File: src/design/sbps_pkg.sv
`timescale 1ns / 1ps
`default_nettype none
// ----------------------------------------------------------------------------
// Strided byte pattern search - shared package
// Types, register indexes and fixed field widths used across the design.
// ----------------------------------------------------------------------------
package sbps_pkg;

    // Fixed field widths.
    localparam int BYTE_W      = 8;
    localparam int MSTART_W    = 24;
    localparam int PAT_BYTES   = 32;
    localparam int PAT_WORDS   = 4;
    localparam int PWORD_W     = 64;
    localparam int LEN_W       = 6;
    localparam int STRIDE_W    = 5;
    localparam int OFFSET_W    = 24;
    localparam int CFG_IDX_W   = 3;
    localparam int CFG_DATA_W  = 64;

    // Configuration register indexes.
    localparam logic [CFG_IDX_W-1:0] CFG_PAT_WORD0   = 3'd0;
    localparam logic [CFG_IDX_W-1:0] CFG_PAT_WORD1   = 3'd1;
    localparam logic [CFG_IDX_W-1:0] CFG_PAT_WORD2   = 3'd2;
    localparam logic [CFG_IDX_W-1:0] CFG_PAT_WORD3   = 3'd3;
    localparam logic [CFG_IDX_W-1:0] CFG_PAT_LENGTH  = 3'd4;
    localparam logic [CFG_IDX_W-1:0] CFG_STRIDE      = 3'd5;
    localparam logic [CFG_IDX_W-1:0] CFG_START_OFFS  = 3'd6;

    // One input item.
    typedef struct packed {
        logic [BYTE_W-1:0] data_byte;
        logic              last_byte;
    } t_in_item;

    // One result item.
    typedef struct packed {
        logic                match;
        logic [MSTART_W-1:0] match_start;
        logic                first_match_res;
    } t_out_item;

    // Configuration register contents.
    typedef struct packed {
        logic [PAT_WORDS-1:0][PWORD_W-1:0] pattern;
        logic [LEN_W-1:0]                  pattern_length;
        logic [STRIDE_W-1:0]               stride;
        logic [OFFSET_W-1:0]               start_offset;
    } t_cfg;

    // Commands from the controller to the datapath.
    typedef struct packed {
        logic accept;
        logic setup;
        logic check;
        logic scan;
        logic load;
    } t_dp_cmd;

    // Status from the datapath to the controller.
    typedef struct packed {
        logic eligible;
        logic pass;
        logic fail;
    } t_dp_sts;

endpackage
`default_nettype wire

File: src/design/sbps_cfg.sv
`timescale 1ns / 1ps
`default_nettype none
// ----------------------------------------------------------------------------
// Strided byte pattern search - configuration registers
// Holds the pattern words, length, stride and start offset.
// ----------------------------------------------------------------------------
module sbps_cfg
    import sbps_pkg::*;
(
    input  wire logic                  i_clk,
    input  wire logic                  i_rst_n,
    input  wire logic                  i_cfg_we,
    input  wire logic [CFG_IDX_W-1:0]  i_cfg_index,
    input  wire logic [CFG_DATA_W-1:0] i_cfg_data,
    output t_cfg                       o_cfg
);

    t_cfg r_cfg;

    // Register writes; indexes beyond the list are dropped.
    always_ff @(posedge i_clk) begin
        if (!i_rst_n) begin
            r_cfg.pattern        <= '0;
            r_cfg.pattern_length <= '0;
            r_cfg.stride         <= STRIDE_W'(1);
            r_cfg.start_offset   <= '0;
        end else if (i_cfg_we) begin
            case (i_cfg_index)
                CFG_PAT_WORD0:  r_cfg.pattern[0]     <= i_cfg_data;
                CFG_PAT_WORD1:  r_cfg.pattern[1]     <= i_cfg_data;
                CFG_PAT_WORD2:  r_cfg.pattern[2]     <= i_cfg_data;
                CFG_PAT_WORD3:  r_cfg.pattern[3]     <= i_cfg_data;
                CFG_PAT_LENGTH: r_cfg.pattern_length <= i_cfg_data[LEN_W-1:0];
                CFG_STRIDE:     r_cfg.stride         <= i_cfg_data[STRIDE_W-1:0];
                CFG_START_OFFS: r_cfg.start_offset   <= i_cfg_data[OFFSET_W-1:0];
                default: begin
                end
            endcase
        end
    end

    assign o_cfg = r_cfg;

endmodule
`default_nettype wire

File: config.mk
export PLATFORM = sky130hd
export DESIGN_NAME = sbps_cfg
export DESIGN_NICKNAME = d
export VERILOG_FILES = /design/src/design/sbps_pkg.sv /design/src/design/sbps_cfg.sv
export SDC_FILE = /design/constraint.sdc
export NUM_CORES = 1
export LEC_CHECK = 0
export ABC_AREA = 0
export BUFFER_PORTS_ARGS = -buffer_cell sky130_fd_sc_hd__buf_2
export CAP_MARGIN = 5
export CORE_ASPECT_RATIO = 1.1
export CORE_UTILIZATION = 45
export DETAILED_ROUTE_END_ITERATION = 8
export GPL_TIMING_DRIVEN = 0
export HOLD_SLACK_MARGIN = 0.08
export PLACE_DENSITY_LB_ADDON = 0.25
export SLEW_MARGIN = 10
export SYNTH_ARGS = -nofsm -noshare
export SYNTH_HDL_FRONTEND = slang
export SYNTH_SLANG_ARGS = --single-unit
File: constraint.sdc
create_clock -name i_clk -period 2.5 [get_ports i_clk]
set_clock_uncertainty 0.1 [all_clocks]
set_input_delay 0.375 -clock i_clk [delete_from_list [all_inputs] [get_ports i_clk]]
set_output_delay 0.375 -clock i_clk [all_outputs]
set_load 0.02 [all_outputs]
; ---- After elaboration in Yosys (flattened, before gate mapping)
; Index checks and enable logic that the tools add are counted.
[word_totals]
ff_bits = 291
inputBits = 70
out_inout_bits = 291
word_cells = 21
[op_classes]
eq_ne = 6
n_reduce_logical = 8
[op_table]
columns = op, n
row1 = AND reduction 2 bit, 7
row2 = equality test 3 bit (second input constant), 3
row3 = equality test 3 x 2 -> 1 bit (second input constant), 2
row4 = equality test 3 x 1 -> 1 bit (second input constant), 1
row5 = logical NOT 3 bit, 1

; ---- Depth between registers and ports, before layout
[logic_depth]
ltp_word = 2
ltp_mapped = 5
depth_no_buf = 2

; ---- Worst setup path before layout
; No wires, ideal clock.
[synth_timing]
path_kind = input -> register
startpoint = in i_cfg_index[0]
endpoint = reg r_cfg (netlist bit o_cfg[35])
setup_time_ps = 72
arrival_time_ps = 1168
required_ps = 2328
path_slack_ps = 1160
path_stages = 4
n_path_buf = 2
path_cell_list = nor4b_4 > buf_6 > buf_12 > mux2i_1
[synth_via]
elab_chain_len = 2
[synth_rtl]
columns = item, line_no
row1 = start: declaration, sbps_cfg.sv:13  ; input wire logic [CFG_IDX_W-1:0] i_cfg_index,
row2 = logical NOT 3 bit, sbps_cfg.sv:28  ; case (i_cfg_index)
row3 = AND reduction 2 bit (no source line), n/a
row4 = end: declaration, sbps_cfg.sv:18  ; t_cfg r_cfg;
; Every way passes these cells.
; A chain may end at the register's enable or synchronous reset.

; ---- Worst setup path in the final report
[layout_timing]
startpoint = reg r_cfg (netlist bit o_cfg[53])
endpoint = out o_cfg[53] (netlist name)
[layout_lines]
columns = item, line_no
row1 = end: declaration, sbps_cfg.sv:15  ; output t_cfg o_cfg
; No word-level cell between the ends.

==> impl_metrics.yaml <==
synth:
  avgSynthCellArea_sq_um: 10.5
  syn_inst: 1017
  ys_ff_latch: 291
  seq_area_frac_synth_pct: 54.4
  ys.flop_type: "dfxtp_1"
  yosys_warnings: 0
  synth_top_cell_by_area: "dfxtp_1"
  synth_commonest_cells: "nand2_1, dfxtp_1, mux2i_1, clkbuf_1, buf_6"
  yosys-top-cells-area: "dfxtp_1, mux2i_1, nand2_1"
  synth_top_area_share_pct: 54.4
  async_flop_share_pct: 0
  ys_types: 12
  synth_area_sq_um: 10700
  syn_nets: 1087
  synth_edf_count: 0
  yosysMostFrequentCell: "nand2_1"
pwr:
  intPower_uw: 7540
  leakage_uw: 0.00776
  power_uw: 9880
  power.share.sequential_pct: 48.5
  comb_power_share_pct: 8.1
  netSwitchingFraction_pct: 23.7
  clkPwrFrac_pct: 43.5
  max-vdd-ir-drop_mv: 0.591
  power.density_nw_per_um2: 699
  power_switching_uw: 2340
worst_setup_path:
  slowest_stage: "dfxtp_1"
  crit_path_cell_trace: "buf_2"
  critPathTopFamily: "flip-flops"
  endpoint_kind: "output pin"
  cp-start-kind: "flop"
  slowest_delay_ns: 0.38
  crit_path_max_fanout: 2
  critPathRequiredTime_ns: 2.03
  path_buf_inv: 1
  arrival_ns: 1.12
  path_class: "reg -> out"
timing:
  period_share_pct: 63.7
  drv_slew: 0
  tightest_slew_ns: 0.579
  worst_hold_slack_ns: 0.0988
  period_needed_ns: 1.59
  hold_viol: 0
  max_slew_margin_pct: 61.4
  rsz0062_at_grt: "no"
  clock.fmax_ghz: 0.628
  setup_viol: 0
  tns_ns: 0
grt:
  track_usage_pct: 24.6
  grt_pass1_vias: 8633
  overflow: 0
  grt_max_degree: 15
  grt_pass1_wl_um: 46700
  grt_antenna_before_repair: 1
route:
  wl_um: 30900
  via_count: 8573
  drt_iter0_drc: 229
  wire_per_inst_um: 17.6
  ant_nets: 0
  dr.pass1.iters: 5
  drc: 0
  vias_per_cell: 4.88
clock_tree:
  cts.reportedPaths.clkPinSlew_ns: 0.06
  h-tree-depth: 1
  cts_tree: "done"
  hold_buffers: 29
  numClockSinks: 291
  cts_setup_buffers: 0
  cts_root_buffer: "clkbuf_16"
  cts_max_path_buffers: 3
  cts_resized: 0
  clk_latency_ns: 0.53
  numCtsBuffers: 29
floorplan:
  die_height_um: 164
  coreArea_sq_um: 23100
  rows: 58
  dieArea_sq_um: 24400
  initial_utilization_pct: 46.4
  fp.dieW_um: 149
  ios: 361
cells_and_area:
  nFillCells: 1969
  syn2layout_area_growth_pct: 31.9
  utilization_pct: 61.2
  drive_above_1_share_pct: 31.1
  final_nets: 1506
  final_cells: 1756
  largest_register_ff_count: 291
place:
  io_buffer_count: 359
  dp_hpwl_um: 22200
  dp_cells: 1676
  gp_congestion: 0.814
run:
  cap_viol_max_count: 0
min_path:
  worstHoldPathType: "in -> reg"
outcome:
  run_status: "complete, no violations"
[power by group through the flow]
stage | logic (uW) | registers, uW | clock network (uW)
2_1_floorplan | 333 | 5020 | 0
3_3_place_gp | 756 | 4890 | 0
3_5_place_dp | 764 | 4890 | 0
4_1_cts | 802 | 4790 | 4360
5_1_grt | 853 | 4800 | 4570
6_report | 796 | 4790 | 4290
[cell type report]
class                           instances  area [sq um]  share of cell area, %
Antenna cell                            1          2.50                 0.0177
Clock inverter                          7          68.8                  0.487
Clock buffer                           43           878                   6.22
Buffer                                 72           549                   3.89
Tap cell                              300           375                   2.66
Timing Repair Buffer                  388          2090                   14.8
Sequential cell                       291          5830                   41.2
Multi-Input combinational cell        654          4340                   30.7
[per-stage QoR]
stage / setup WS [ns] / area, sq um
after global placement: 0.766 / 12900
after global routing: 0.903 / 14100
final: 0.909 / 14100
after CTS: 0.904 / 14100
after floorplan: 1.16 / 10700
after detailed placement: 0.721 / 12900
[per-layer routing]
layer,vias up,track usage (%),wire [um]
met1,3996,29.8,12900
met5,-,0,14
met4,2,9.65,1080
li1,4190,-,-
met2,315,41.6,14600
met3,70,6.08,2260
[cell usage in the layout, fill, tap and decap left out]
cell           synthesis  final
clkbuf_8               0     10
nor2b_1                2      2
clkinv_2               0      3
inv_6                  0      1
dfxtp_1              291    291
dlygate4sd3_1          0     29
clkbuf_1              26     30
buf_4                  5      5
diode_2                0      1
clkinvlp_4             0      2
buf_2                 16    375
nand4b_1               3      3
bufinv_16              0      1
nand4bb_1              3      3
buf_6                 19     19
mux2i_1              291    291
buf_12                 6      6
clkbuf_16              0     29
nor4b_4                1      1
nand2_1              354    354
[logic make-up (layout without fill, tap and decap cells)]
| group | Yosys count | in the layout | share of synthesized area, % |
|---|---|---|---|
| AND/OR/NAND/NOR | 363 | 363 | 13.3 |
| multiplexers | 291 | 291 | 27.2 |
| flip-flops | 291 | 291 | 54.4 |
| buffers and inverters | 72 | 510 | 5.13 |
| other | 0 | 1 | 0 |
[worst min-delay path, stage by stage]
cell	delay, ns
buf_2	0.07
nand2_1	0.11
mux2i_1	0.14
[path summary, 6_finish.rpt]
path	slack, ns	startpoint	depth (start not counted)	endpoint
setup reg to reg	1.75	o_cfg[55]$_SDFFE_PN0P_	2	o_cfg[55]$_SDFFE_PN0P_
setup / recovery	0.91	o_cfg[53]$_SDFFE_PN0P_	1	o_cfg[53]
hold / removal	0.1	i_cfg_data[22]	3	o_cfg[121]$_SDFFE_PN0P_
hold reg to reg	0.35	o_cfg[73]$_SDFFE_PN0P_	2	o_cfg[73]$_SDFFE_PN0P_
(Power assumes the default switching activity.)
