[config.mk]
export PLATFORM = sky130hd
export DESIGN_NAME = sbps_datapath
export DESIGN_NICKNAME = d
export VERILOG_FILES = /design/src/design/sbps_pkg.sv /design/src/design/sbps_datapath.sv
export SDC_FILE = /design/constraint.sdc
export NUM_CORES = 2
export LEC_CHECK = 0
export BUFFER_PORTS_ARGS = -buffer_cell sky130_fd_sc_hd__buf_2
export CAP_MARGIN = 40
export CORE_ASPECT_RATIO = 0.6
export CORE_MARGIN = 2
export CORE_UTILIZATION = 60
export DETAILED_ROUTE_END_ITERATION = 10
export PLACE_DENSITY_LB_ADDON = 0.2
export SKIP_LAST_GASP = 1
export SYNTH_ARGS = -nofsm -noshare
export SYNTH_HDL_FRONTEND = slang
export SYNTH_SLANG_ARGS = --single-unit
[constraint.sdc]
create_clock -name i_clk -period 6.99 [get_ports i_clk]
set_input_delay 1.0485 -clock i_clk [delete_from_list [all_inputs] [get_ports i_clk]]
set_output_delay 1.0485 -clock i_clk [all_outputs]
set_load 0.01 [all_outputs]
[src/design/sbps_pkg.sv]
`timescale 1ns / 1ps
`default_nettype none
// ----------------------------------------------------------------------------
// Strided byte pattern search - shared package
// Types, register indexes and fixed field widths used across the design.
// ----------------------------------------------------------------------------
package sbps_pkg;

    // Fixed field widths.
    localparam int BYTE_W      = 8;
    localparam int MSTART_W    = 24;
    localparam int PAT_BYTES   = 32;
    localparam int PAT_WORDS   = 4;
    localparam int PWORD_W     = 64;
    localparam int LEN_W       = 6;
    localparam int STRIDE_W    = 5;
    localparam int OFFSET_W    = 24;
    localparam int CFG_IDX_W   = 3;
    localparam int CFG_DATA_W  = 64;

    // Configuration register indexes.
    localparam logic [CFG_IDX_W-1:0] CFG_PAT_WORD0   = 3'd0;
    localparam logic [CFG_IDX_W-1:0] CFG_PAT_WORD1   = 3'd1;
    localparam logic [CFG_IDX_W-1:0] CFG_PAT_WORD2   = 3'd2;
    localparam logic [CFG_IDX_W-1:0] CFG_PAT_WORD3   = 3'd3;
    localparam logic [CFG_IDX_W-1:0] CFG_PAT_LENGTH  = 3'd4;
    localparam logic [CFG_IDX_W-1:0] CFG_STRIDE      = 3'd5;
    localparam logic [CFG_IDX_W-1:0] CFG_START_OFFS  = 3'd6;

    // One input item.
    typedef struct packed {
        logic [BYTE_W-1:0] data_byte;
        logic              last_byte;
    } t_in_item;

    // One result item.
    typedef struct packed {
        logic                match;
        logic [MSTART_W-1:0] match_start;
        logic                first_match_res;
    } t_out_item;

    // Configuration register contents.
    typedef struct packed {
        logic [PAT_WORDS-1:0][PWORD_W-1:0] pattern;
        logic [LEN_W-1:0]                  pattern_length;
        logic [STRIDE_W-1:0]               stride;
        logic [OFFSET_W-1:0]               start_offset;
    } t_cfg;

    // Commands from the controller to the datapath.
    typedef struct packed {
        logic accept;
        logic setup;
        logic check;
        logic scan;
        logic load;
    } t_dp_cmd;

    // Status from the datapath to the controller.
    typedef struct packed {
        logic eligible;
        logic pass;
        logic fail;
    } t_dp_sts;

endpackage
`default_nettype wire

[src/design/sbps_datapath.sv]
`timescale 1ns / 1ps
`default_nettype none
// ----------------------------------------------------------------------------
// Strided byte pattern search - datapath
// History memory, stream position, span arithmetic, byte compare and result.
// ----------------------------------------------------------------------------
module sbps_datapath
    import sbps_pkg::*;
#(
    parameter int MAX_PATTERN   = 32,
    parameter int MAX_STRIDE    = 16,
    parameter int HISTORY_DEPTH = 512,
    parameter int POSITION_BITS = 24
) (
    input  wire logic     i_clk,
    input  wire logic     i_rst_n,
    input  wire t_cfg     i_cfg,
    input  wire t_in_item i_in_item,
    input  wire t_dp_cmd  i_cmd,
    output t_dp_sts       o_sts,
    output t_out_item     o_out_item
);

    localparam int LW = $clog2(MAX_PATTERN + 1);
    localparam int SW = $clog2(MAX_STRIDE + 1);
    localparam int MW = LW + SW;
    localparam int AW = $clog2(HISTORY_DEPTH);
    localparam int PW = POSITION_BITS;

    // History store.
    logic [BYTE_W-1:0] r_mem [HISTORY_DEPTH];
    logic [BYTE_W-1:0] r_rd_data;

    // Stream state.
    logic [PW-1:0] r_pos;
    logic [AW-1:0] r_wptr;
    logic          r_found;
    logic          r_last;

    // Per-item working registers.
    logic [LW-1:0] r_len;
    logic [SW-1:0] r_st;
    logic [MW-1:0] r_span_m1;
    logic          r_elig;
    logic [PW-1:0] r_start;
    logic [AW-1:0] r_addr;
    logic [LW-1:0] r_issue;
    logic          r_dv;
    logic [LW-1:0] r_dv_idx;
    logic          r_hit;
    t_out_item     r_out;

    logic [6:0]    len7;
    logic [6:0]    st7;
    logic [LW-1:0] len_c;
    logic [SW-1:0] st_c;
    logic [LW-1:0] len_m1;
    logic          elig_c;
    logic [AW:0]   start_diff;
    logic [AW-1:0] start_addr;
    logic [AW:0]   step_sum;
    logic [AW-1:0] next_addr;
    logic          rd_en;
    logic [PAT_BYTES-1:0][BYTE_W-1:0] pat_bytes;
    logic [BYTE_W-1:0] pat_byte;
    logic          byte_eq;
    logic [31:0]   start32;
    logic          first_c;

    // Clamp length and stride to their supported ranges.
    always_comb begin
        len7 = {1'b0, i_cfg.pattern_length};
        if (32'(len7) > 32'(MAX_PATTERN)) begin
            len7 = 7'(MAX_PATTERN);
        end
        st7 = {2'b00, i_cfg.stride};
        if (st7 == 7'd0) begin
            st7 = 7'd1;
        end else if (32'(st7) > 32'(MAX_STRIDE)) begin
            st7 = 7'(MAX_STRIDE);
        end
        len_c  = LW'(len7);
        st_c   = SW'(st7);
        len_m1 = (len_c == '0) ? '0 : len_c - LW'(1);
    end

    // A match must fit in the history and start at or after position zero.
    assign elig_c = (r_len != '0)
                 && (32'(r_span_m1) < 32'(HISTORY_DEPTH))
                 && (32'(r_pos) >= 32'(r_span_m1));

    // Start address of the span, wrapped into the history store.
    always_comb begin
        start_diff = {1'b0, r_wptr} - (AW+1)'(r_span_m1);
        if (start_diff[AW]) begin
            start_addr = AW'(start_diff + (AW+1)'(HISTORY_DEPTH));
        end else begin
            start_addr = AW'(start_diff);
        end
    end

    // Advance the read address by one stride, modulo the history depth.
    always_comb begin
        step_sum = {1'b0, r_addr} + (AW+1)'(r_st);
        if (32'(step_sum) >= 32'(HISTORY_DEPTH)) begin
            next_addr = AW'(step_sum - (AW+1)'(HISTORY_DEPTH));
        end else begin
            next_addr = AW'(step_sum);
        end
    end

    assign rd_en = i_cmd.scan && r_elig && (r_issue < r_len);

    // Pattern bytes beyond the stored words read as zero.
    assign pat_bytes = i_cfg.pattern;
    always_comb begin
        if (32'(r_dv_idx) < PAT_BYTES) begin
            pat_byte = pat_bytes[5'(r_dv_idx)];
        end else begin
            pat_byte = '0;
        end
    end

    assign byte_eq    = (r_rd_data == pat_byte);
    assign o_sts.eligible = r_elig;
    assign o_sts.fail = r_dv && !byte_eq;
    assign o_sts.pass = r_dv && byte_eq && (r_dv_idx == r_len - LW'(1));

    // History write on accept, registered read during the scan.
    always_ff @(posedge i_clk) begin
        if (i_cmd.accept) begin
            r_mem[r_wptr] <= i_in_item.data_byte;
        end
        if (rd_en) begin
            r_rd_data <= r_mem[r_addr];
        end
    end

    // Span setup, eligibility check and scan bookkeeping.
    always_ff @(posedge i_clk) begin
        if (i_cmd.accept) begin
            r_last <= i_in_item.last_byte;
        end
        if (i_cmd.setup) begin
            r_len     <= len_c;
            r_st      <= st_c;
            r_span_m1 <= MW'(len_m1) * MW'(st_c);
        end
        if (i_cmd.check) begin
            r_elig  <= elig_c;
            r_start <= r_pos - PW'(r_span_m1);
            r_addr  <= start_addr;
            r_issue <= '0;
            r_hit   <= 1'b0;
        end
        if (rd_en) begin
            r_addr  <= next_addr;
            r_issue <= r_issue + LW'(1);
        end
        if (i_cmd.scan && o_sts.pass) begin
            r_hit <= 1'b1;
        end
        r_dv_idx <= r_issue;
    end

    // Read data valid flag.
    always_ff @(posedge i_clk) begin
        if (!i_rst_n) begin
            r_dv <= 1'b0;
        end else if (i_cmd.check) begin
            r_dv <= 1'b0;
        end else begin
            r_dv <= rd_en;
        end
    end

    // First-match decision on the finished item.
    assign start32 = 32'(r_start);
    assign first_c = r_hit && !r_found && (start32 >= 32'(i_cfg.start_offset));

    // Stream position, write pointer and found mark advance as the result loads, or restart after the last byte.
    always_ff @(posedge i_clk) begin
        if (!i_rst_n) begin
            r_pos   <= '0;
            r_wptr  <= '0;
            r_found <= 1'b0;
        end else if (i_cmd.load) begin
            if (r_last) begin
                r_pos   <= '0;
                r_wptr  <= '0;
                r_found <= 1'b0;
            end else begin
                r_pos <= r_pos + PW'(1);
                if ((r_pos == {PW{1'b1}}) || (32'(r_wptr) == HISTORY_DEPTH - 1)) begin
                    r_wptr <= '0;
                end else begin
                    r_wptr <= r_wptr + AW'(1);
                end
                if (first_c) begin
                    r_found <= 1'b1;
                end
            end
        end
    end

    // Output register.
    always_ff @(posedge i_clk) begin
        if (i_cmd.load) begin
            r_out.match           <= r_hit;
            r_out.match_start     <= r_hit ? start32[MSTART_W-1:0] : '0;
            r_out.first_match_res <= first_c;
        end
    end

    assign o_out_item = r_out;

endmodule
`default_nettype wire

# [Word level (Yosys, flattened, before mapping)]
# Memory sizes are Yosys's and may differ from the RTL's. A register that Yosys moved wholly into a read port is not among the register bits.
# Index checks and enable logic that the tools add are counted.
[word_totals] mem_bits_rw=4096 in_bits=307 word_cells=83 n_memories=1 reg_bits=131
[classes] eq_ne=4 n_addsub=10 bitwise_logic=1 n_lt_le_gt_ge=9 mux=20 n_reduce_logical=20 multipliers=1
[memory_table] memory="r_mem" words=512 word_bits=8 rd=1 rd_ports_with_merged_regs=1 write_ports=1 line="sbps_datapath.sv:31" text="logic [BYTE_W-1:0] r_mem [HISTORY_DEPTH];"
[ops] cell="$mux 9" count=6
[ops] cell="$bmux 8 s5" count=1
[ops] cell="$add 24x1->24 const B" count=1
[ops] cell="$eq 24x24->1 const B" count=1
[ops] cell="$ge 24x11->1" count=1
[ops] cell="$ge 24x24->1" count=1
[ops] cell="$mux 24" count=1
[ops] cell="$mux 6" count=4
[ops] cell="$sub 24x11->24" count=1
[ops] cell="$add 9x1->9 const B" count=2
[ops] cell="$mux 8" count=2
[ops] cell="$sub 6x1->6 const B" count=2
[ops] cell="$lt 11x10->1 const B" count=1
[ops] cell="$mul 6x5->11" count=1
[ops] cell="$add 9x5->10" count=1
[ops] cell="$ge 10x10->1 const B" count=1
[ops] cell="$logic_and 1x1->1" count=10
[ops] cell="$mux 5" count=2
[ops] cell="$sub 9x10->10" count=1
[ops] cell="$eq 9x9->1 const B" count=1
[ops] cell="$sub 9x1->9 const B" count=1
[ops] cell="$eq 8x8->1" count=1
[ops] cell="$add 6x1->6 const B" count=1
[ops] cell="$eq 6x6->1" count=1
[ops] cell="other kinds (15)" count=20

# [Depth between registers and ports, before layout]
[depth] word_depth=7 ltp_mapped=22 mapped_depth_nobuf=21

# [Worst setup path after synthesis]
# Ideal clock, no wire load.
[synth_timing] kind="input to register" from="input port i_cfg[34] in the netlist's numbering" to="register r_span_m1[10] (data pin)" t_required_ns=6.732 path_stages=20 t_arrival_ns=4.840 slack_ns=1.893 n_path_buf=1 path_cell_list="clkbuf_1 -> nand2b_1 -> ha_1 -> nand2b_1 -> o21bai_1 -> o2bb2ai_1 -> nand2b_1 -> fa_1 -> fa_1 -> fa_1 -> inv_1 -> ha_1 -> a21oi_1 -> nor2_1 -> nor2_1 -> o21bai_1 -> a21oi_1 -> o21bai_1 -> a21oi_1 -> xnor2_1"
[synth_via] elab_chain_cells=5 word_cells_on_any_way=6 cone_classes="add/sub: 1; mul: 1; order compare: 1; mux: 2; reduce/logical: 1"
[synth_lines] item="start: declaration" line="sbps_datapath.sv:17" text="input wire t_cfg i_cfg,"
[synth_lines] item="$gt 6x6->1" line="sbps_datapath.sv:73" text="if (32'(len7) > 32'(MAX_PATTERN)) begin"
[synth_lines] item="$mux 6 (*)" line="sbps_datapath.sv:73"
[synth_lines] item="$sub 6x1->6 or $logic_not 6->1 (tied branches)" line="sbps_datapath.sv:84" text="len_m1 = (len_c == '0) ? '0 : len_c - LW'(1);"
[synth_lines] item="$mux 6 (*)" line="sbps_datapath.sv:84"
[synth_lines] item="$mul 6x5->11 (*)" line="sbps_datapath.sv:147" text="r_span_m1 <= MW'(len_m1) * MW'(st_c);"
[synth_lines] item="end signal: assignment" line="sbps_datapath.sv:147"
[synth_lines] item="end: declaration" line="sbps_datapath.sv:43" text="logic [MW-1:0] r_span_m1;"
# Every way passes the cells marked *; elsewhere a longest branch is shown, timed or not.
# A chain may end at the register's enable or synchronous reset.

==> impl_summary.txt <==
----------------------------------------------------
[Routing]
  Routed metal-1 wire length ... 172 mm
  First DRT Iteration DRCs ... 14014
  Total wire length after detailed routing ... 425 mm
  Total DRC errors in the routed layout ... 0
  Sum of met2 wire segment lengths after detailed routing ... 184 mm
  Length of the first detailed-routing pass in iterations ... 6
  Final antenna-violating net count ... 0
  Uppermost layer routed ... met5
  Wire length per cell after detailed routing ... 35.1 um
  Routed vias ... 83921
  Met3 wire length ... 60.4 mm
  Routed via count divided by cell count ... 6.93

[STA]
  Clock tree skew after final layout ... 0.0400 ns
  Count of final hold-check violations ... 0
  Final min period ... 6.08 ns
  Period Utilization, post-route ... 87.0%
  Timing-limited maximum frequency ... 164 MHz
  Setup repair after global routing missed its margin ... no
  Post-route setup TNS ... 0 ns
  Slew of the pin with the lowest slew margin ... 1.18 ns
  Worst-case headroom to the max-slew limit ... 21.4%
  Final Max Slew Viols ... 0
  Setup violation total in the final timing report ... 0

[Synthesis]
  Area fraction of the dominant cell type after synthesis ... 74.9%
  Area fraction in compound gates after synthesis ... 1.43%
  Area share of xor/xnor cells in the synthesized design ... 0.339%
  Post-Synthesis Net Count ... 7991
  Mapped Area ... 168000 um2
  Number of synthesis warnings ... 0
  Arithmetic-cell share of the synthesized area counting full adders, half adders and majority gates ... 0.789%
  Gate count after technology mapping ... 7587
  Most common cell in the synthesized netlist ... sky130_fd_sc_hd__edfxtp_1
  Post-synthesis async set-or-reset flop share ... 0%
  Dominant synthesized flop cell ... sky130_fd_sc_hd__edfxtp_1
  Ranking of synthesized cells by area ... sky130_fd_sc_hd__edfxtp_1 (75%), sky130_fd_sc_hd__mux4_2 (18%), sky130_fd_sc_hd__nor2_1 (1.3%)
  Synthesized-area fraction occupied by and/or/nand/nor cells ... 2.42%
  Synthesis-stage register bit count ... 4235
  Mux cell area share after synthesis ... 18.2%
  Mean instance size in the synthesized netlist ... 22.1 um2
  Proportion of synthesized chip area in sequential cells ... 75.4%
  Number of synthesized flops with an enable pin ... 4193
  Library cells used by synthesis ... 67
  Main combinational cell family by area after synthesis ... multiplexers
  Top cells by instance count after synthesis ... sky130_fd_sc_hd__edfxtp_1 (4193), sky130_fd_sc_hd__mux4_2 (1340), sky130_fd_sc_hd__nor2_1 (603)
  Leading area contributor after synthesis ... sky130_fd_sc_hd__edfxtp_1

[Placement]
  RePlAce Congestion ... 0.877
  IO buf count ... 335
  DP Wirelength ... 259 mm

[Critical path]
  Worst Setup End Kind ... primary output
  FF-to-FF path depth ... 9
  Data required time at the worst endpoint ... 5.94 ns
  Max stage delay cell, worst path ... sky130_fd_sc_hd__dfxtp_4
  Delay of the slowest cell on the worst path ... 0.90 ns
  Critical path data arrival time ... 5.03 ns
  Peak fanout along the critical path ... 46
  CP Cell Sequence ... buf_4, mux4_2, a22o_1, a221oi_1, o22ai_1, xnor2_1, nand3_1, nor4_1, and2_1, buf_2
  CP startpoint kind ... register
  Setup CP Type ... reg -> out

[Power]
  Total power density per cell area ... 299 nW/um2
  Lkg Pwr ... 58.8 nW
  IR drop worst, VDD ... 260 uV

[Floorplan]
  Core area ... 279000 um2
  Die outline area ... 284000 um2
  Cell Rows ... 150
  Ports placed on the boundary ... 336
  Overall die height ... 414 um
  Die Span X ... 687 um
  Starting density of the core ... 60.3%

[Cells and area]
  Number of nets at the end of the flow ... 8479
  Final cell utilization of the core ... 67.3%
  Synth-to-Final Area Change ... 11.6%
  Share of final-layout standard cells stronger than drive strength 1 ... 29.6%

[Global routing]
  Number of global-route vias before repair ... 80399
  Antenna violations before repair ... 31
  Pin count of the biggest net entering global routing ... 204
  GR Util All Layers ... 29.9%
  Wire length of the first global-routing pass ... 602 mm
  Grt total ovfl ... 0

[Clocking]
  Total clock sinks ... 4235
  Hold-fix buffers, CTS ... 0
  Total CTS buffers ... 368
  Max H-tree Level ... 5
  Maximum buffer depth of the clock tree ... 4
  Worst skew pair latency ... 0.92 ns
  CTS tree ... yes
  Cells resized by post-CTS repair ... 0
  Number of buffers inserted by post-CTS setup repair ... 0
  Clock Pin Slew Worst Setup and Hold Paths ... 0.07 ns
  Clock root buffer ... sky130_fd_sc_hd__clkbuf_16

[Worst hold path]
  Count of cells along the worst hold path ... 1
  HP Class ... in -> reg

[Run]
  Max Cap Violations ... 0

[Status]
  Status ... finished, final reports clean

----------------------------------------------------
==> metrics by stage <==
| step | worst slack (ns) | power [mW] | cells | cell area [um2] | hold WS [ns] |
|---|---|---|---|---|---|
| after floorplan | 1.89 | 32.9 | 7587 | 168000 | 0.395 |
| after global placement | 1.43 | 35.7 | 11374 | 175000 | 0.418 |
| after CTS | 0.890 | 56.2 | 12079 | 187000 | 0.268 |
| final | 0.908 | 56.1 | 12104 | 187000 | 0.340 |
| after global routing | 0.568 | 57.5 | 12096 | 187000 | 0.293 |
| after detailed placement | 1.45 | 35.8 | 11416 | 175000 | 0.422 |
==> sequential cells by signal, summed over array words and instances, names as in the netlist, 8 cells and up <==
name and count:
r_pos 24, r_wptr 9, r_mem 4096, r_start 24, r_rd_data 8, r_addr 9, o_out_item 26, r_span_m1 11
==> where the power goes <==
group	switching [mW]	total, mW	internal (mW)
clock network	9.22	20.8	11.6
logic	4.20	7.30	3.11
registers	0.0646	28.0	28.0
==> placed cells by master, fill, tap and decap left out, types with 42 or more instances in the layout <==
cell type / synthesis / final
sky130_fd_sc_hd__clkbuf_16: 0 / 378
sky130_fd_sc_hd__clkinv_1: 1 / 76
sky130_fd_sc_hd__o21ai_0: 42 / 42
sky130_fd_sc_hd__clkbuf_1: 257 / 54
sky130_fd_sc_hd__bufinv_16: 0 / 44
sky130_fd_sc_hd__nor2_1: 603 / 600
sky130_fd_sc_hd__a21oi_1: 59 / 59
sky130_fd_sc_hd__a22oi_1: 96 / 96
sky130_fd_sc_hd__clkinv_2: 0 / 68
sky130_fd_sc_hd__edfxtp_1: 4193 / 4193
sky130_fd_sc_hd__ha_1: 82 / 82
sky130_fd_sc_hd__buf_4: 25 / 148
sky130_fd_sc_hd__nand2_1: 111 / 111
sky130_fd_sc_hd__inv_1: 88 / 87
sky130_fd_sc_hd__buf_2: 104 / 328
sky130_fd_sc_hd__buf_12: 0 / 59
sky130_fd_sc_hd__mux4_2: 1340 / 1340
==> routing by layer <==
metal  track usage, %  up-vias
li1                 -    32914
met1             48.4    44634
met2             41.0     5797
met3             9.15      568
met4             5.57        8
met5            0.263        -
==> path summary, 6_finish.rpt <==
kind / startpoint / to / slack, ns
max: r_dv_idx[0] / o_sts[1] / 0.91
min: i_in_item[0] / r_last / 0.34
min reg2reg: r_issue[5] / r_dv_idx[5] / 0.44
max reg2reg: r_addr[1] / r_rd_data[0] / 2.40
==> layout make-up <==
class                           count  area (um2)
Sequential cell                  4235      127000
Fill cell                       17118       91100
Multi-Input combinational cell   2820       39200
Clock buffer                      434        9690
Tap cell                         3724        4660
Timing Repair Buffer              561        4490
Clock inverter                    229        2310
Inverter                           89         335
Antenna cell                       12        30.0
==> cell families after synthesis <==
kind of cell | Yosys count
adder cells (fa/ha/maj) | 97
AND/OR/NAND/NOR | 938
XOR/XNOR | 65
buffers and inverters | 532
multiplexers | 1377
AO/OA/AOI/OAI | 343
flip-flops | 4235
==> critical path: cells and delay by family (launching register included) <==
kind	cells	cell delay [ns]
xor+xnor	1	0.19
mux	1	0.53
buf+inv	2	0.52
simple gates	3	1.14
flops	1	0.90
compound gates	3	0.82
(Power assumes the default switching activity.)
