`src/design/sbps_pkg.sv`:
```
`timescale 1ns / 1ps
`default_nettype none
// ----------------------------------------------------------------------------
// Strided byte pattern search - shared package
// Types, register indexes and fixed field widths used across the design.
// ----------------------------------------------------------------------------
package sbps_pkg;

    // Fixed field widths.
    localparam int BYTE_W      = 8;
    localparam int MSTART_W    = 24;
    localparam int PAT_BYTES   = 32;
    localparam int PAT_WORDS   = 4;
    localparam int PWORD_W     = 64;
    localparam int LEN_W       = 6;
    localparam int STRIDE_W    = 5;
    localparam int OFFSET_W    = 24;
    localparam int CFG_IDX_W   = 3;
    localparam int CFG_DATA_W  = 64;

    // Configuration register indexes.
    localparam logic [CFG_IDX_W-1:0] CFG_PAT_WORD0   = 3'd0;
    localparam logic [CFG_IDX_W-1:0] CFG_PAT_WORD1   = 3'd1;
    localparam logic [CFG_IDX_W-1:0] CFG_PAT_WORD2   = 3'd2;
    localparam logic [CFG_IDX_W-1:0] CFG_PAT_WORD3   = 3'd3;
    localparam logic [CFG_IDX_W-1:0] CFG_PAT_LENGTH  = 3'd4;
    localparam logic [CFG_IDX_W-1:0] CFG_STRIDE      = 3'd5;
    localparam logic [CFG_IDX_W-1:0] CFG_START_OFFS  = 3'd6;

    // One input item.
    typedef struct packed {
        logic [BYTE_W-1:0] data_byte;
        logic              last_byte;
    } t_in_item;

    // One result item.
    typedef struct packed {
        logic                match;
        logic [MSTART_W-1:0] match_start;
        logic                first_match_res;
    } t_out_item;

    // Configuration register contents.
    typedef struct packed {
        logic [PAT_WORDS-1:0][PWORD_W-1:0] pattern;
        logic [LEN_W-1:0]                  pattern_length;
        logic [STRIDE_W-1:0]               stride;
        logic [OFFSET_W-1:0]               start_offset;
    } t_cfg;

    // Commands from the controller to the datapath.
    typedef struct packed {
        logic accept;
        logic setup;
        logic check;
        logic scan;
        logic load;
    } t_dp_cmd;

    // Status from the datapath to the controller.
    typedef struct packed {
        logic eligible;
        logic pass;
        logic fail;
    } t_dp_sts;

endpackage
`default_nettype wire

```
`src/design/sbps_ctrl.sv`:
```
`timescale 1ns / 1ps
`default_nettype none
// ----------------------------------------------------------------------------
// Strided byte pattern search - controller
// Sequences accept, span setup, eligibility check, history scan and result load.
// ----------------------------------------------------------------------------
module sbps_ctrl
    import sbps_pkg::*;
(
    input  wire logic    i_clk,
    input  wire logic    i_rst_n,
    input  wire logic    i_in_valid,
    output logic         o_in_ready,
    output logic         o_out_valid,
    input  wire logic    i_out_ready,
    output t_dp_cmd      o_cmd,
    input  wire t_dp_sts i_sts
);

    typedef enum logic [2:0] {
        S_IDLE,
        S_SETUP,
        S_CHECK,
        S_SCAN,
        S_FINISH
    } t_state;

    t_state r_state;
    t_state n_state;
    logic   r_in_ready;
    logic   r_out_valid;
    logic   n_out_valid;

    // Commands follow the state and the handshakes.
    always_comb begin
        o_cmd.accept = r_in_ready && i_in_valid;
        o_cmd.setup  = (r_state == S_SETUP);
        o_cmd.check  = (r_state == S_CHECK);
        o_cmd.scan   = (r_state == S_SCAN);
        o_cmd.load   = (r_state == S_FINISH) && (!r_out_valid || i_out_ready);
    end

    // Next state.
    always_comb begin
        n_state = r_state;
        case (r_state)
            S_IDLE: begin
                if (o_cmd.accept) n_state = S_SETUP;
            end
            S_SETUP: n_state = S_CHECK;
            S_CHECK: n_state = S_SCAN;
            S_SCAN: begin
                if (!i_sts.eligible || i_sts.fail || i_sts.pass) n_state = S_FINISH;
            end
            S_FINISH: begin
                if (o_cmd.load) n_state = S_IDLE;
            end
            default: n_state = S_IDLE;
        endcase
    end

    // The output item stays valid until taken, unless a new one replaces it.
    always_comb begin
        if (o_cmd.load) begin
            n_out_valid = 1'b1;
        end else if (i_out_ready) begin
            n_out_valid = 1'b0;
        end else begin
            n_out_valid = r_out_valid;
        end
    end

    // State and registered handshake outputs.
    always_ff @(posedge i_clk) begin
        if (!i_rst_n) begin
            r_state     <= S_IDLE;
            r_in_ready  <= 1'b1;
            r_out_valid <= 1'b0;
        end else begin
            r_state     <= n_state;
            r_in_ready  <= (n_state == S_IDLE);
            r_out_valid <= n_out_valid;
        end
    end

    assign o_in_ready  = r_in_ready;
    assign o_out_valid = r_out_valid;

endmodule
`default_nettype wire

```
`config.mk`:
```
export PLATFORM = sky130hd
export DESIGN_NAME = sbps_ctrl
export DESIGN_NICKNAME = d
export VERILOG_FILES = /design/src/design/sbps_pkg.sv /design/src/design/sbps_ctrl.sv
export SDC_FILE = /design/constraint.sdc
export NUM_CORES = 1
export LEC_CHECK = 0
export ABC_AREA = 1
export BUFFER_PORTS_ARGS = -buffer_cell sky130_fd_sc_hd__buf_2
export CORE_AREA = 2 2 39 41
export DETAILED_ROUTE_END_ITERATION = 10
export DIE_AREA = 0 0 41 43
export GPL_TIMING_DRIVEN = 0
export SLEW_MARGIN = 15
export SYNTH_ARGS = -nofsm -noshare
export SYNTH_HDL_FRONTEND = slang
export SYNTH_SLANG_ARGS = --single-unit
export TNS_END_PERCENT = 1
```
`constraint.sdc`:
```
create_clock -name i_clk -period 1.4 [get_ports i_clk]
set_clock_uncertainty 0.15 [all_clocks]
set_input_delay 0.07 -clock i_clk [delete_from_list [all_inputs] [get_ports i_clk]]
set_output_delay 0.07 -clock i_clk [all_outputs]
set_load 0.02 [all_outputs]
```
-- Word-level counts from Yosys, hierarchy flattened
Cells that the tools add are included.
Widths: inputs -> output; s select.
- reduce and logical (&&, ||, !) cells: 10
- mux-type cells: 6
- eq/ne operators: 4
- operators by type and width (cell ; number):
    $pmux 3 s5 ; 1
    $mux 3 ; 3
    $eq 3x2->1 const B ; 2
    $logic_not 3->1 ; 2
    $eq 3x1->1 const B ; 1
    $eq 3x3->1 const B ; 1
    $logic_or 1x1->1 ; 3
    $logic_and 1x1->1 ; 2
    $logic_not 1->1 ; 2
    $mux 1 ; 2
    $reduce_bool 2->1 ; 1
- register bits after elaboration: 5
- logic and storage cells: 23

-- Longest topological paths before layout
Gate-level depths: netlist (run 1).
- depth after elaboration: 6
- mapped depth: 6

-- Worst setup path after synthesis (run 1)
Ideal clock, no wire load.
- kind: reg2reg
- start: reg r_in_ready, in the netlist o_in_ready
- end: reg r_in_ready, in the netlist o_in_ready
- cell stages (with the launch flop): 6
- arrival: 925 ps
- clock period less this slack: 1188 ps
- data required time: 1137 ps
- setup slack: 212 ps
- cell sequence: dfxtp_1 > nand2_1 > inv_1 > nand3_1 > nand3_2 > o21ai_2
- RTL lines (what ; RTL line ; text):
    start, declared ; sbps_ctrl.sv:30 ; logic r_in_ready;
    start signal, assigned ; sbps_ctrl.sv:81 ; r_in_ready <= (n_state == S_IDLE);

==> results.json, run 1 <==
{
  "status": "complete, no violations",
  "cp.depth": 5,
  "min_path_cells": 4,
  "worstPathMaxFanout": 5,
  "cap_violations": 0,
  "wl_per_cell_um": 7.64,
  "p_per_area_nw_per_um2": 1210,
  "hold_path.class": "in -> reg",
  "path_delay_family": "flip-flops",
  "grt_overflow": 0,
  "grt_pass1_wl_um": 738,
  "drc": 0,
  "dpl_cell_area_sq_um": 353,
  "die_h_um": 43,
  "ioPinCount": 14,
  "cts_root_buffer": "clkbuf_4",
  "fp.dieArea_sq_um": 1760,
  "seqPwrFrac": 0.376,
  "postRouteAntennaNets": 0,
  "n_antenna_cell": 0,
  "grt_pass1_vias": 218,
  "power.share.clock": 0.341,
  "rr_worst_depth": 5,
  "clk_pin_slew_worst_paths_ns": 0.04,
  "power_frac_comb": 0.283,
  "swShare": 0.326,
  "finish.utilization": 0.284,
  "clkLatencyLatePin_ns": 0.24,
  "cts.sinks": 5,
  "synth_area_per_cell_sq_um": 7.05,
  "mostFrequentLayoutCells": "buf_2 (12), inv_1 (8), nand2_1 (5)",
  "rows": 14,
  "core-area_sq_um": 1380,
  "yosysUniqueCellTypes": 13,
  "syn_area_sq_um": 268,
  "worst_slack_ns": 0.0581,
  "clockBufferDepth": 2,
  "setup_viol": 0,
  "crit_buf_inv": 2,
  "hpwlAfterDp_um": 470,
  "die_x_um": 41,
  "synth-simple-area-share": 0.383,
  "ir_worst_vdd_mv": 0.563,
  "final_net_count": 64,
  "ctsHtreeMaxLevel": 1,
  "tns_ns": 0,
  "max_freq_mhz": 745,
  "synth_compound_area_frac": 0.103,
  "num-fill-cells": 165,
  "cts_tree": "yes",
  "postLayoutCellArea_sq_um": 393,
  "leakage_nw": 0.212,
  "register_area_sq_um": 101,
  "worst_pin_slew_ns": 0.212,
  "start_util": 0.193,
  "max_stage_delay_ns": 0.34,
  "synthToLayoutAreaGrowth_pct": 46.7,
  "hold_viol_final": 0,
  "dr.first_iter.drc_count": 4,
  "synth_xor_area_frac": 0,
  "firstDrtPassIters": 2,
  "drive_above_1_share": 0.482,
  "ys_ff_latch": 5,
  "cts_buffers": 3,
  "mostFrequentLayoutCell": "buf_2",
  "avgViaCountPerCell": 3.85,
  "required_ns": 1.18,
  "min_period_over_period": 0.959,
  "cp_slowest_cell": "dfxtp_2",
  "portBuffers": 13,
  "synthMuxAreaShare": 0,
  "vias": 277,
  "start_kind": "register",
  "wirelength_um": 550,
  "arrival_ns": 1.12,
  "synthAdderAreaFrac": 0,
  "syn-instance-count": 38,
  "rsz0062_at_grt": "no",
  "maxSlewViolCount": 0,
  "p_switching_w": 0.000155,
  "multi_input_area_sq_um": 130,
  "synth_warnings": 0,
  "grt_max_degree": 7,
  "syn_nets": 45,
  "relSlewSlack": 0.858,
  "preCtsSetupSlack_ns": 0.262,
  "synth-seq-area-share": 0.374,
  "synth_top_family_by_area": "simple AND/OR/NAND/NOR gates",
  "whs_ns": 0.0320,
  "endpoint_kind": "primary output",
  "crit_type": "reg -> out",
  "grt_use_total": 0.0663,
  "crit_chain": "nor2_2 > nand2_1 > nor2_2 > buf_4 > buf_4",
  "min_period_ns": 1.34,
  "power.internal_w": 0.000321,
  "routabilityCongestion": 0.726,
  "antenna_found_initial": 0
}
-- state kept, by name, summed over array words and instances (netlist names) --
signal and cells:
r_state 3, o_in_ready 1, o_out_valid 1
-- per-layer routing --
layer	GRT usage	share of wire
met5	0	0
met1	0.0742	0.45
met3	0.0314	0.089
met2	0.0875	0.46
met4	0.0600	0
-- stage by stage --
stage / power [W] / cells
after CTS: 0.000485 / 72
after floorplan: 0.000271 / 38
after global placement: 0.000312 / 67
final: 0.000476 / 72
after detailed placement: 0.000313 / 67
after global routing: 0.000505 / 72
-- worst register-to-register path: stages, from the launching register on --
cell,delay [ns]
dfxtp_1,0.31
inv_1,0.04
nor2_1,0.18
nand3_1,0.16
nand3_2,0.10
o21ai_2,0.06
-- final timing paths --
path / startpoint / endpoint / slack (ns)
min reg2reg: r_state[0]$_SDFF_PN0_ / r_state[1]$_SDFF_PN0_ / 0.46
min: i_out_ready / o_out_valid$_SDFFE_PN0P_ / 0.03
max: r_state[0]$_SDFF_PN0_ / o_cmd[0] / 0.06
max reg2reg: o_out_valid$_SDFFE_PN0P_ / o_in_ready$_SDFF_PN1_ / 0.30
-- power by group through the flow --
stage	Sequential [W]	Combinational (W)	Clock, W
2_1_floorplan	0.000185	0.0000861	0
3_3_place_gp	0.000180	0.000132	0
3_5_place_dp	0.000180	0.000133	0
4_1_cts	0.000178	0.000136	0.000172
5_1_grt	0.000181	0.000147	0.000177
6_report	0.000179	0.000135	0.000162
-- synthesized netlist by cell type --
| master | n | area (sq um) |
|---|---|---|
| buf_4 | 1 | 7.51 |
| nor2_2 | 4 | 25.0 |
| o21ai_2 | 1 | 8.76 |
| nand2_2 | 2 | 12.5 |
| nand2_1 | 5 | 18.8 |
| nor2_1 | 3 | 11.3 |
| a21oi_1 | 2 | 10.0 |
| inv_1 | 8 | 30.0 |
| nor3_1 | 1 | 5.00 |
| dfxtp_1 | 5 | 100 |
| nand3_2 | 1 | 10.0 |
| nand3_1 | 4 | 20.0 |
| a21oi_2 | 1 | 8.76 |
-- cells by family after synthesis --
group                  after synthesis
AND/OR/NAND/NOR                     20
buffers and inverters                9
flip-flops                           5
AO/OA/AOI/OAI                        4
-- area by class of cell --
| type | count | area share |
|---|---|---|
| Buffer | 1 | 0.0191 |
| Clock buffer | 4 | 0.0669 |
| Inverter | 8 | 0.0764 |
| Multi-Input combinational cell | 24 | 0.331 |
| Sequential cell | 5 | 0.258 |
| Tap cell | 16 | 0.0510 |
| Timing Repair Buffer | 14 | 0.197 |
-- what timing repair did --
item,4_1_cts,5_1_grt
endpoints found under the setup margin,1,1
endpoints found under the hold margin,3,0
gates resized for setup,0,2
hold buffers,1,0
pin swaps,1,1
buffers inserted,0,0
No activity file was read; power rests on OpenSTA's default activity.
==> run 2, diff against run 1 <==
==> constraint.sdc (replaced) <==
create_clock -name i_clk -period 1.4 [get_ports i_clk]
set_clock_uncertainty 0.15 [all_clocks]
set_input_delay 0.21 -clock i_clk [delete_from_list [all_inputs] [get_ports i_clk]]
set_output_delay 0.21 -clock i_clk [all_outputs]
set_load 0.02 [all_outputs]
==> run 2 against run 1 <==
Net effect: first-iteration DRC count shrank 100%; design area grew 7.6%; register-to-register slack is essentially flat; sequential share of layout area shrank 1.2 points; global-route usage grew 0.50 points; clock-buffer cell count is the same; power grew 4.5%; hold slack gained 0.13 ns; clock power is essentially flat.
==> results.json, run 2 (synthesized netlist as in run 1, its figures left out) <==
{
  "maxSlewViolCount": 0,
  "firstDrtPassIters": 1,
  "grt_use_total": 0.0714,
  "arrival_ns": 1.01,
  "drc": 0,
  "min_period_over_period": 0.979,
  "grt_pass1_vias": 238,
  "cts_buffers": 3,
  "grt_max_degree": 7,
  "rr_worst_depth": 6,
  "ctsHtreeMaxLevel": 1,
  "largest-register": "r_state",
  "clk_pin_slew_worst_paths_ns": 0.04,
  "portBuffers": 13,
  "mostFrequentLayoutCell": "buf_2",
  "status": "complete, no violations",
  "largest_reg_flops": 3,
  "hpwlAfterDp_um": 470,
  "crit_type": "reg -> out",
  "wirelength_um": 575,
  "start_util": 0.193,
  "antenna_found_initial": 0,
  "hold_viol_final": 0,
  "routabilityCongestion": 0.726,
  "n_antenna_cell": 0,
  "wl_per_cell_um": 7.77,
  "fp.dieArea_sq_um": 1760,
  "avgViaCountPerCell": 3.82,
  "rsz0062_at_grt": "yes",
  "start_kind": "register",
  "hold_path.class": "in -> reg",
  "r2r_slack_ns": 0.30,
  "leakage_nw": 0.224,
  "postRouteAntennaNets": 0,
  "min_period_ns": 1.37,
  "vias": 283,
  "worst_pin_slew_ns": 0.161,
  "cts_tree": "yes",
  "stdcell_count": 74,
  "ir_worst_vdd_mv": 0.569,
  "cts_root_buffer": "clkbuf_4",
  "place_inst": 67,
  "worstPathMaxFanout": 6,
  "synthToLayoutAreaGrowth_pct": 57.9,
  "grt_overflow": 0,
  "cts.sinks": 5,
  "dr.first_iter.drc_count": 0,
  "p_per_area_nw_per_um2": 1180,
  "drive_above_1_share": 0.552,
  "core-area_sq_um": 1380,
  "cap_violations": 0,
  "final_net_count": 66,
  "max_freq_mhz": 730,
  "required_ns": 1.04,
  "setup_viol": 0,
  "ioPinCount": 14,
  "mostFrequentLayoutCells": "buf_2 (11), inv_1 (8), nor2_2 (5), nand2_1 (5), nand3_1 (4)",
  "grt_pass1_wl_um": 800,
  "die_h_um": 43,
  "endpoint_kind": "primary output",
  "min_path_cells": 4,
  "rows": 14,
  "clkLatencyLatePin_ns": 0.24,
  "die_x_um": 41,
  "power_w": 0.000498,
  "clockBufferDepth": 2,
  "relSlewSlack": 0.893
}
[run 2: changes by cell type in the layout (fill, tap and decap cells not counted)]
| cell | before | now |
|---|---|---|
| nor2_1 | 3 | 2 |
| dfxtp_1 | 4 | 2 |
| buf_6 | 0 | 2 |
| buf_4 | 2 | 3 |
| dfxtp_2 | 1 | 3 |
| nor2_2 | 4 | 5 |
| buf_2 | 12 | 11 |
[run 2: final timing paths]
| path | endpoint | start |
|---|---|---|
| worst max-delay path | o_cmd[3] | r_state[2]$_SDFF_PN0_ |
| worst min-delay path | o_out_valid$_SDFFE_PN0P_ | i_out_ready |
| worst max register to register | o_in_ready$_SDFF_PN1_ | r_state[1]$_SDFF_PN0_ |
| worst min register to register | r_state[2]$_SDFF_PN0_ | r_state[2]$_SDFF_PN0_ |
[run 2: area by class of cell]
type / count / area [sq um]
fillers: 162 / 961
clock buffers: 4 / 26.3
inverters: 8 / 30.0
repair buffers: 17 / 110
flip-flops and latches: 5 / 104
multi-input cells: 24 / 133
well taps: 16 / 20.0
[run 2: power breakdown]
group          total (W)  switching (W)  leakage (nW)  internal [W]
registers       0.000180      0.0000175        0.0422      0.000163
clock network   0.000162      0.0000544        0.0150      0.000107
logic           0.000156      0.0000877         0.167     0.0000681
total           0.000498       0.000160         0.224      0.000338
[run 2: per-stage QoR]
step | cell area (sq um) | TNS, ns | util | hold WS, ns | worst slack, ns
after floorplan | 268 | 0 | - | 0.119 | 0.155
after global placement | 353 | 0 | 0.255 | 0.244 | 0.125
after detailed placement | 353 | 0 | 0.255 | 0.244 | 0.122
after CTS | 417 | 0 | 0.301 | 0.157 | 0.00786
after global routing | 423 | -0.0695 | 0.306 | 0.170 | -0.0287
final | 423 | 0 | 0.306 | 0.161 | 0.0296
[run 2: repair_timing]
item,4_1_cts,5_1_grt
pin swaps,2,1
hold buffers,1,0
setup endpoints to repair,2,3
gates resized for setup,6,2
endpoints found under the hold margin,1,0
buffers inserted,3,0
[run 2: worst max-delay path, cell delays in order, from the launching register on]
cell	delay, ns
dfxtp_2	0.34
inv_1	0.08
nand3_1	0.13
inv_1	0.08
buf_2	0.15
[run 2: metal layers]
| metal | share of wire | up-vias | wire length, um | GRT usage |
|---|---|---|---|---|
| met1 | 0.45 | 115 | 260 | 0.0710 |
| li1 | - | 158 | - | - |
| met2 | 0.46 | 10 | 262 | 0.106 |
| met4 | 0 | 0 | 0 | 0.0600 |
| met3 | 0.090 | 0 | 52 | 0.0314 |
| met5 | 0 | - | 0 | 0 |
==> run 3, diff against run 2 <==
--- a/config.mk
+++ b/config.mk
@@ -10,7 +10,7 @@
 export CORE_AREA = 2 2 39 41
 export DETAILED_ROUTE_END_ITERATION = 10
 export DIE_AREA = 0 0 41 43
-export GPL_TIMING_DRIVEN = 0
+export PLACE_DENSITY = 0.52
 export SLEW_MARGIN = 15
 export SYNTH_ARGS = -nofsm -noshare
 export SYNTH_HDL_FRONTEND = slang
==> run 3 against run 2 <==
Net effect: the flow now finishes with violations (negative setup slack); fmax fell by 2.2%; flip-flop and latch count stayed put; routed wire length rose by 1.4%; hold slack better by 0.0067 ns; sequential power is essentially flat; combinational power up 6%; first-iteration DRC count unchanged; sequential share of layout area is 1.2 points higher; die area did not move; largest cell class unchanged; highest routed layer unchanged.
==> results.json, run 3 (synthesized netlist as in run 1, its figures left out) <==
{
  "endpoint_kind": "primary output",
  "drive_above_1_share": 0.561,
  "clkLatencyLatePin_ns": 0.24,
  "cts_root_buffer": "clkbuf_4",
  "failed_checks": "negative setup slack",
  "swShare": 0.325,
  "wirelength_um": 583,
  "ir_worst_vdd_mv": 0.344,
  "fp.dieArea_sq_um": 1760,
  "place_inst": 66,
  "relSlewSlack": 0.866,
  "seqPwrFrac": 0.354,
  "worst_pin_slew_ns": 0.200,
  "final_net_count": 65,
  "p_per_area_nw_per_um2": 1190,
  "hold_path.class": "in -> reg",
  "core-area_sq_um": 1380,
  "min_period_over_period": 1.00,
  "min_path_cells": 4,
  "cts_buffers": 3,
  "arrival_ns": 1.04,
  "ctsHtreeMaxLevel": 1,
  "grt_pass1_vias": 255,
  "tns_ns": -0.00110,
  "largest_reg_flops": 3,
  "clk_pin_slew_worst_paths_ns": 0.05,
  "portBuffers": 13,
  "die_h_um": 43,
  "p_switching_w": 0.000166,
  "start_util": 0.193,
  "n_antenna_cell": 0,
  "clockBufferDepth": 2,
  "min_to": "o_out_valid$_SDFFE_PN0P_",
  "ioPinCount": 14,
  "postRouteAntennaNets": 0,
  "power.internal_w": 0.000346,
  "power_frac_comb": 0.322,
  "leakage_nw": 0.219,
  "power.share.clock": 0.325,
  "r2r_start": "r_state[0]$_SDFF_PN0_",
  "grt_max_degree": 7,
  "grt_overflow": 0,
  "mostFrequentLayoutCell": "buf_2",
  "setup_viol": 1,
  "status": "finished, violations left",
  "maxSlewViolCount": 0,
  "whs_ns": 0.168,
  "vias": 282,
  "cap_violations": 0,
  "avgViaCountPerCell": 3.86,
  "rsz0062_at_grt": "yes",
  "routabilityCongestion": 0.706,
  "hold_viol_final": 0,
  "antenna_found_initial": 0,
  "max_freq_mhz": 714,
  "hpwlAfterDp_um": 452,
  "die_x_um": 41,
  "hold_start": "i_out_ready",
  "start_kind": "register",
  "min_period_ns": 1.40,
  "drc": 0,
  "cts.sinks": 5,
  "grt_use_total": 0.0783,
  "rows": 14,
  "grt_pass1_wl_um": 862,
  "mostFrequentLayoutCells": "buf_2 (11), inv_1 (8), nand2_1 (4), nand3_1 (4)",
  "worst_slack_ns": -0.00110,
  "wl_per_cell_um": 7.99,
  "worstPathMaxFanout": 5,
  "rr_worst_depth": 5,
  "crit_type": "reg -> out",
  "r2r_slack_ns": 0.29,
  "cts_tree": "yes",
  "largest-register": "r_state",
  "firstDrtPassIters": 1,
  "stdcell_count": 73,
  "synthToLayoutAreaGrowth_pct": 61.2,
  "dr.first_iter.drc_count": 0,
  "r2r-end": "o_in_ready$_SDFF_PN1_",
  "required_ns": 1.04
}
-- run 3: cell types whose count changed in the layout (fill, tap and decap cells not counted), sizes merged --
cell  delta
buf      -1
-- run 3: power groups by stage --
| stage | logic [W] | clock network (W) | registers [W] |
|---|---|---|---|
| 3_5_place_dp | 0.000133 | 0 | 0.000179 |
| 3_3_place_gp | 0.000133 | 0 | 0.000178 |
| 5_1_grt | 0.000180 | 0.000182 | 0.000184 |
| 4_1_cts | 0.000136 | 0.000171 | 0.000179 |
| 6_report | 0.000165 | 0.000166 | 0.000181 |
| 2_1_floorplan | 0.0000861 | 0 | 0.000185 |
-- run 3: worst max-delay path: stages, from the launching register on --
cell and delay, ns:
dfxtp_4 0.36, nor2_4 0.13, nand2_2 0.08, nor2_4 0.12
buf_6 0.12
-- run 3: worst max-delay path by stage --
stage                                     start        to  slack (ns)
after floorplan           r_state[1]$_SDFF_PN0_  o_cmd[2]        0.16
after global routing      r_state[0]$_SDFF_PN0_  o_cmd[0]       -0.05
after detailed placement  r_state[0]$_SDFF_PN0_  o_cmd[0]        0.19
after CTS                 r_state[1]$_SDFF_PN0_  o_cmd[0]      -0.007
final                     r_state[0]$_SDFF_PN0_  o_cmd[0]      -0.001
after global placement    r_state[0]$_SDFF_PN0_  o_cmd[0]        0.20
-- run 3: what timing repair did --
| item | in CTS | in global routing |
|---|---|---|
| endpoints found under the setup margin | 3 | 2 |
| hold buffers | 1 | 0 |
| hold endpoints to repair | 1 | 0 |
| resized for setup | 4 | 9 |
| setup buffers | 0 | 2 |
| pin swaps | 1 | 2 |
-- run 3: through the flow --
stage / instance area (sq um) / worst slack, ns / utilization / power (W)
2_1_floorplan: 268 / 0.155 / - / 0.000271
3_3_place_gp: 345 / 0.195 / 0.250 / 0.000311
3_5_place_dp: 345 / 0.194 / 0.250 / 0.000312
4_1_cts: 388 / -0.00728 / 0.280 / 0.000486
5_1_grt: 432 / -0.0470 / 0.312 / 0.000546
6_report: 432 / -0.00110 / 0.312 / 0.000513
-- run 3: area by class of cell --
class / instances / area, sq um
Tap cell: 16 / 20.0
Clock buffer: 4 / 26.3
Multi-Input combinational cell: 24 / 145
Sequential cell: 5 / 111
Inverter: 8 / 30.0
Fill cell: 162 / 952
Timing Repair Buffer: 16 / 98.8
-- run 3: routing by layer --
layer / vias to the layer above / wire, um / global-route usage
met2: 5 / 316 / 0.113
met5: - / 0 / 0
met4: 0 / 0 / 0.0600
met3: 0 / 28 / 0.0471
met1: 121 / 238 / 0.0772
li1: 156 / - / -
